File: src/hw/rtl/dqr_pkg.sv
// ----------------------------------------------------------------------------
// dqr_pkg
// Action and status codes, controller states and the command word shared
// by the double-ended queue controller and datapath.
// ----------------------------------------------------------------------------
package dqr_pkg;

  localparam logic [2:0] ACT_PUSH_FRONT = 3'd0;
  localparam logic [2:0] ACT_PUSH_BACK  = 3'd1;
  localparam logic [2:0] ACT_POP_FRONT  = 3'd2;
  localparam logic [2:0] ACT_POP_BACK   = 3'd3;
  localparam logic [2:0] ACT_REVERSE    = 3'd4;

  localparam logic [1:0] STS_DONE  = 2'd0;
  localparam logic [1:0] STS_FULL  = 2'd1;
  localparam logic [1:0] STS_EMPTY = 2'd2;

  typedef enum logic [2:0] {
    ST_IDLE = 3'b001,
    ST_EXEC = 3'b010,
    ST_DONE = 3'b100
  } state_t;

  typedef struct packed {
    logic load;  // capture the incoming word
    logic exec;  // carry out the captured action
  } dqr_cmd_t;

endpackage

File: src/hw/rtl/dqr_ctrl.sv
// ----------------------------------------------------------------------------
// dqr_ctrl
// Sequencer: takes one word, runs it through the datapath, then holds the
// result until the receiver takes it.
// ----------------------------------------------------------------------------
module dqr_ctrl
  import dqr_pkg::*;
(
  input  logic     clk,
  input  logic     rst,
  input  logic     in_valid,
  output logic     in_ready,
  output logic     out_valid,
  input  logic     out_ready,
  output dqr_cmd_t cmd
);

  state_t state;
  state_t state_next;

  always_comb begin
    state_next = state;
    case (state)
      ST_IDLE: begin
        if (in_valid) state_next = ST_EXEC;
      end
      ST_EXEC: begin
        state_next = ST_DONE;
      end
      ST_DONE: begin
        if (out_ready) state_next = ST_IDLE;
      end
      default: begin
        state_next = ST_IDLE;
      end
    endcase
  end

  always_ff @(posedge clk) begin
    if (rst) begin
      state <= ST_IDLE;
    end else begin
      state <= state_next;
    end
  end

  assign in_ready  = (state == ST_IDLE);
  assign out_valid = (state == ST_DONE);
  assign cmd.load  = in_valid && in_ready;
  assign cmd.exec  = (state == ST_EXEC);

endmodule

File: src/hw/rtl/dqr_datapath.sv
// ----------------------------------------------------------------------------
// dqr_datapath
// Circular entry store with first pointer, fill count and direction flag.
// Reversal swaps which physical end serves as the front.
// ----------------------------------------------------------------------------
module dqr_datapath
  import dqr_pkg::*;
#(
  parameter int DEPTH = 16
) (
  input  logic                           clk,
  input  logic                           rst,
  input  dqr_cmd_t                       cmd,
  input  logic        [2:0]              action,
  input  logic signed [31:0]             value,
  output logic signed [31:0]             popped_value,
  output logic        [1:0]              status,
  output logic        [$clog2(DEPTH+1)-1:0] entry_count
);

  localparam int PW = $clog2(DEPTH);
  localparam int CW = $clog2(DEPTH + 1);
  localparam int SW = PW + 1;
  localparam logic [PW-1:0] LAST_IDX = PW'(DEPTH - 1);
  localparam logic [SW-1:0] DEPTH_S  = SW'(DEPTH);
  localparam logic [CW-1:0] DEPTH_C  = CW'(DEPTH);

  logic        [31:0]   mem [DEPTH];
  logic        [31:0]   rd_data;
  logic        [2:0]    action_q;
  logic        [31:0]   value_q;
  logic        [PW-1:0] first;
  logic        [PW-1:0] first_next;
  logic        [CW-1:0] count;
  logic        [CW-1:0] count_next;
  logic                 reversed;
  logic                 reversed_next;
  logic        [1:0]    status_next;
  logic                 pop_ok_q;

  logic          is_push;
  logic          is_pop;
  logic          at_first;
  logic          full;
  logic          empty;
  logic          push_ok;
  logic          pop_ok;
  logic [PW-1:0] first_dec;
  logic [PW-1:0] first_inc;
  logic [SW-1:0] back_sum;
  logic [PW-1:0] back_pos;
  logic [PW-1:0] last_pos;
  logic          wr_en;
  logic [PW-1:0] wr_addr;
  logic          rd_en;
  logic [PW-1:0] rd_addr;

  always_comb begin
    is_push  = (action_q == ACT_PUSH_FRONT) || (action_q == ACT_PUSH_BACK);
    is_pop   = (action_q == ACT_POP_FRONT) || (action_q == ACT_POP_BACK);
    // front actions use the physical first end unless reversed
    at_first = ((action_q == ACT_PUSH_FRONT) || (action_q == ACT_POP_FRONT)) ^ reversed;
    full     = (count == DEPTH_C);
    empty    = (count == '0);
    push_ok  = is_push && !full;
    pop_ok   = is_pop && !empty;

    first_dec = (first == '0) ? LAST_IDX : first - PW'(1);
    first_inc = (first == LAST_IDX) ? '0 : first + PW'(1);
    back_sum  = SW'(first) + SW'(count);
    back_pos  = (back_sum >= DEPTH_S) ? PW'(back_sum - DEPTH_S) : PW'(back_sum);
    last_pos  = (back_pos == '0) ? LAST_IDX : back_pos - PW'(1);

    wr_en   = cmd.exec && push_ok;
    wr_addr = empty ? first : (at_first ? first_dec : back_pos);
    rd_en   = cmd.exec && pop_ok;
    rd_addr = at_first ? first : last_pos;

    first_next = first;
    if (push_ok && !empty && at_first) begin
      first_next = first_dec;
    end else if (pop_ok && at_first) begin
      first_next = first_inc;
    end

    count_next = count;
    if (push_ok) begin
      count_next = count + CW'(1);
    end else if (pop_ok) begin
      count_next = count - CW'(1);
    end

    reversed_next = reversed ^ (action_q == ACT_REVERSE);

    status_next = STS_DONE;
    if (is_push && full) begin
      status_next = STS_FULL;
    end else if (is_pop && empty) begin
      status_next = STS_EMPTY;
    end
  end

  always_ff @(posedge clk) begin
    if (rst) begin
      first    <= '0;
      count    <= '0;
      reversed <= 1'b0;
    end else if (cmd.exec) begin
      first    <= first_next;
      count    <= count_next;
      reversed <= reversed_next;
    end
  end

  always_ff @(posedge clk) begin
    if (cmd.load) begin
      action_q <= action;
      value_q  <= value;
    end
    if (cmd.exec) begin
      status   <= status_next;
      pop_ok_q <= pop_ok;
    end
  end

  always_ff @(posedge clk) begin
    if (wr_en) mem[wr_addr] <= value_q;
    if (rd_en) rd_data <= mem[rd_addr];
  end

  assign popped_value = pop_ok_q ? $signed(rd_data) : 32'sd0;
  assign entry_count  = count;

endmodule

File: src/hw/rtl/double_ended_queue_with_reverse.sv
// Bounded double-ended queue of signed 32-bit values with order reversal.
// Input channel (in_valid/in_ready) carries one word per action: action
// selects push front, push back, pop front, pop back or reverse, and value
// is the word to push. Output channel (out_valid/out_ready) returns one
// result per action: popped_value, status (done, full, empty) and the
// entry_count held after the action.
// The result is registered: an accepted word is executed in the EXEC state and
// its result is presented in the DONE state. An action passes through accept,
// execute with one store access, and deliver, and no new word is taken until
// the receiver has taken the result; the store's registered read sets the
// execute step.
// Reset (rst, synchronous) empties the queue and selects normal order; the
// store's contents are not cleared and are never read before being written.
// While the receiver stalls the result is held unchanged and no further
// input word is taken.
// ----------------------------------------------------------------------------
// double_ended_queue_with_reverse
// Top level: joins the sequencer and the queue datapath.
// ----------------------------------------------------------------------------
module double_ended_queue_with_reverse
  import dqr_pkg::*;
#(
  parameter int DEPTH = 16
) (
  input  logic                             clk,
  input  logic                             rst,
  input  logic                             in_valid,
  output logic                             in_ready,
  input  logic        [2:0]                action,
  input  logic signed [31:0]               value,
  output logic                             out_valid,
  input  logic                             out_ready,
  output logic signed [31:0]               popped_value,
  output logic        [1:0]                status,
  output logic        [$clog2(DEPTH+1)-1:0] entry_count
);

  dqr_cmd_t cmd;

  dqr_ctrl u_ctrl (
    .clk       (clk),
    .rst       (rst),
    .in_valid  (in_valid),
    .in_ready  (in_ready),
    .out_valid (out_valid),
    .out_ready (out_ready),
    .cmd       (cmd)
  );

  dqr_datapath #(
    .DEPTH (DEPTH)
  ) u_datapath (
    .clk          (clk),
    .rst          (rst),
    .cmd          (cmd),
    .action       (action),
    .value        (value),
    .popped_value (popped_value),
    .status       (status),
    .entry_count  (entry_count)
  );

endmodule

File: config.mk
export PLATFORM = sky130hd
export DESIGN_NAME = double_ended_queue_with_reverse
export DESIGN_NICKNAME = d
export VERILOG_FILES = /design/src/hw/rtl/dqr_pkg.sv /design/src/hw/rtl/dqr_ctrl.sv /design/src/hw/rtl/dqr_datapath.sv /design/src/hw/rtl/double_ended_queue_with_reverse.sv
export SDC_FILE = /design/constraint.sdc
export NUM_CORES = 1
export LEC_CHECK = 0
export BUFFER_PORTS_ARGS = -buffer_cell sky130_fd_sc_hd__buf_2
export CAP_MARGIN = 20
export CORE_AREA = 2 2 331 251
export CTS_CLUSTER_DIAMETER = 100
export DETAILED_ROUTE_END_ITERATION = 8
export DIE_AREA = 0 0 333 253
export GPL_ROUTABILITY_DRIVEN = 0
export PLACE_DENSITY = 0.44
export SLEW_MARGIN = 20
export SYNTH_ARGS = -nofsm -noshare
export SYNTH_HDL_FRONTEND = slang
export SYNTH_SLANG_ARGS = --single-unit
File: constraint.sdc
create_clock -name clk -period 5.29 [get_ports clk]
set_input_delay 0 -clock clk [delete_from_list [all_inputs] [get_ports clk]]
set_output_delay 0 -clock clk [all_outputs]
set_load 0.1 [all_outputs]
==> impl_metrics.ini <==
[outcome]
outcome = finished clean

[synth]
yosys-mux-area-fraction = 0.0887
netlist.top_cell.by_area = edfxtp_1
yosys_warnings = 0
synthDistinctLibCells = 52
synthTopCellsByArea = edfxtp_1 (72%), mux2i_1 (5.9%), a2111o_1 (2.9%)
syn_nets = 1489
yosys_most_used_dff = edfxtp_1
ys_ff_latch = 595
async_flop_share = 0
synth_compound_area_frac = 0.0841
synth_edf_count = 582
post_synth_and_or_nand_nor_area_fraction = 0.0581
ys_seq_area_frac = 0.734
syn_avg_cell_area_sq_um = 16.8
synth_xor_area_frac = 0.00502
synthCells = 1438
synthAdderAreaFrac = 0.00683
netlist.area_leader.share = 0.723
syn_area_sq_um = 24200
synth_top_family_by_area = multiplexers

[worst_setup_path]
crit_required_ns = 5.60
reg2reg_from = u_datapath.entry_count[1]
arrival_ns = 4.29
start_kind = flip-flop
crit_type = flip-flop to flip-flop
rrSetupSlack_ns = 1.32
endpoint_kind = flip-flop
crit_path_max_fanout = 16
worst_r2r_endpoint = u_datapath.mem[6][30]
r2r_cells = 7

[power_and_ir_drop]
internal_power_uw = 7970
comb_power_share = 0.058
p_per_area_nw_per_um2 = 361
leakage_uw = 0.00893
power.net_switching_uw = 2280
seqPwrFrac = 0.518
total_power_uw = 10200
peakVddDrop_mv = 0.242
clkPwrFrac = 0.424
sw_frac_of_total = 0.223

[floorplan]
placeableCoreArea_sq_um = 81300
initial_core_util = 0.297
fp-row-count = 91
die_x_um = 333
dieArea_sq_um = 84200
ios = 80
die_h_um = 253

[clock_network]
cts_resized = 0
cts_buffers = 61
insertion_delay_ns = 0.62
cts_root_buffer = clkbuf_16
cts_tree = done
cts_sinks = 595
h-tree-depth = 2
clk_path_buf_depth = 3
clk_pin_slew_worst_paths_ns = 0.07
post_cts_buffers = 0

[sta]
fin_worst_skew_ns = 0.0121
setup_viol = 0
fmax_ghz = 0.252
finalSetupTns_ns = 0
rsz0062_at_grt = no
slew_headroom = 0.276
finalHoldViolCount = 0
whs_ns = 0.0785
fin_crit_ns = 3.97
maxSlewViolCount = 0
fin_crit_sh = 0.751
worst_pin_slew_ns = 1.09

[cells_and_area]
final_area_sq_um = 28400
final_common_cell = edfxtp_1
area_growth_pct = 17.3
post-route-util = 0.349
layout_common_cells = edfxtp_1 (582), mux2i_1 (143), buf_2 (79)
layout-drive-gt1-share = 0.159
antenna_cells = 0
fill_cells = 7731
final_nets = 1610

[drt]
vias = 12900
drt_first_pass_iters = 5
first_iter_violations = 890
ant_nets = 0
wirelength_mm = 60.1
vias_per_cell = 4.82
wl_per_cell_um = 22.5
route.detailed.drc = 0

[global_route]
grt_max_degree = 127
track_usage = 0.142
antenna_found_initial = 0
gr-total-overflow = 0
grt_first_pass_wirelength_mm = 89.4
grt_pass1_vias = 13200

[hold_path]
holdPathStages = 2
min_from = value[6]
worst_hold_path.endpoint = u_datapath.value_q[6]
hold_path_class = primary input to flip-flop

[placed_design]
hpwl_mm = 32.7
place_area_sq_um = 26000
io_buffers = 79

[run]
drv_cap = 0
registers in the layout, summed over array words and instances, names as in the netlist:
| signal | cells |
|---|---|
| u_ctrl.state | 3 |
| u_datapath.action_q | 3 |
| u_datapath.entry_count | 5 |
| u_datapath.first | 4 |
| u_datapath.mem | 512 |
| u_datapath.pop_ok_q | 1 |
| u_datapath.rd_data | 32 |
| u_datapath.reversed | 1 |
| u_datapath.status | 2 |
| u_datapath.value_q | 32 |
Yosys cell counts (2+ instances only):
cell	number
edfxtp_1	582
mux2i_1	143
nand2_1	79
a211oi_1	66
a2111o_1	63
nor2b_1	63
o2111ai_1	62
clkbuf_1	57
nor2_1	42
and2_1	35
mux2_2	32
nand4_1	31
mux2_1	30
buf_2	20
buf_6	16
dfxtp_1	13
a21oi_1	11
ha_1	10
inv_1	9
xnor2_1	7
buf_4	6
nor3_1	6
a31oi_1	5
xor2_1	5
a21o_1	4
o21ai_0	4
nand2b_1	3
nand3_1	3
a21oi_2	2
fa_1	2
nor4_1	2
nor4b_1	2
o22ai_1	2
o31ai_1	2
or3_1	2
worst max-delay path by stage:
stage / startpoint / end / depth (start not counted)
after floorplan: u_datapath.entry_count[1] / u_datapath.rd_data[0] / 5
after global placement: u_datapath.entry_count[1] / u_datapath.mem[13][22] / 7
after detailed placement: u_datapath.entry_count[1] / u_datapath.mem[13][22] / 7
after CTS: u_datapath.entry_count[0] / u_datapath.mem[13][17] / 7
after global routing: u_datapath.entry_count[1] / u_datapath.mem[8][31] / 7
final: u_datapath.entry_count[1] / u_datapath.mem[6][30] / 7
layer usage:
layer / share of wire / vias up / track usage
met4: 0.016 / 0 / 0.0323
met5: 0 / - / 0
met1: 0.51 / 6609 / 0.209
met3: 0.032 / 70 / 0.0216
met2: 0.45 / 196 / 0.221
li1: - / 6011 / -
power groups by stage:
| stage | clock [uW] | combinational, uW | sequential (uW) |
|---|---|---|---|
| floorplan | 0 | 413 | 5370 |
| global placement | 0 | 583 | 5410 |
| detailed placement | 0 | 583 | 5410 |
| CTS | 4470 | 609 | 5310 |
| global route | 4650 | 650 | 5320 |
| finish | 4350 | 593 | 5310 |
through the flow:
| step | std cells | setup WS [ns] |
|---|---|---|
| finish | 2675 | 1.32 |
| global route | 2675 | 0.984 |
| CTS | 2675 | 1.33 |
| detailed placement | 2526 | 1.36 |
| global placement | 2526 | 1.27 |
| floorplan | 1438 | 0.833 |
worst max-delay path, stage by stage, from the launching register on:
cell      delay, ns
dfxtp_1        0.40
or4_1          0.64
nor2_1         0.62
nand2_1        0.15
a211oi_1       0.31
nand2_1        0.30
nor2_4         0.85
buf_4          0.37
cells by family (layout without fill, tap and decap cells):
logic type,after synthesis,count (layout)
flip-flops,595,595
buffers and inverters,108,276
multiplexers,206,206
AO/OA/AOI/OAI,232,232
XOR/XNOR,13,13
AND/OR/NAND/NOR,272,272
adder cells (fa/ha/maj),12,12
what timing repair did:
| item | in CTS | in global routing |
|---|---|---|
| endpoints found under the setup margin | 0 | 0 |
| hold buffers | 39 | 0 |
| hold endpoints to repair | 48 | 0 |
layout make-up:
cell class / count / area (sq um) / share of cell area
sequential: 595 / 17700 / 0.625
multi-input combinational: 735 / 6020 / 0.212
clock buffer: 75 / 1600 / 0.0564
tap: 1069 / 1340 / 0.0472
timing repair buffer: 157 / 1250 / 0.0442
clock inverter: 35 / 379 / 0.0134
inverter: 9 / 33.8 / 0.00119
Note: power is estimated with default switching activity, not from simulation.
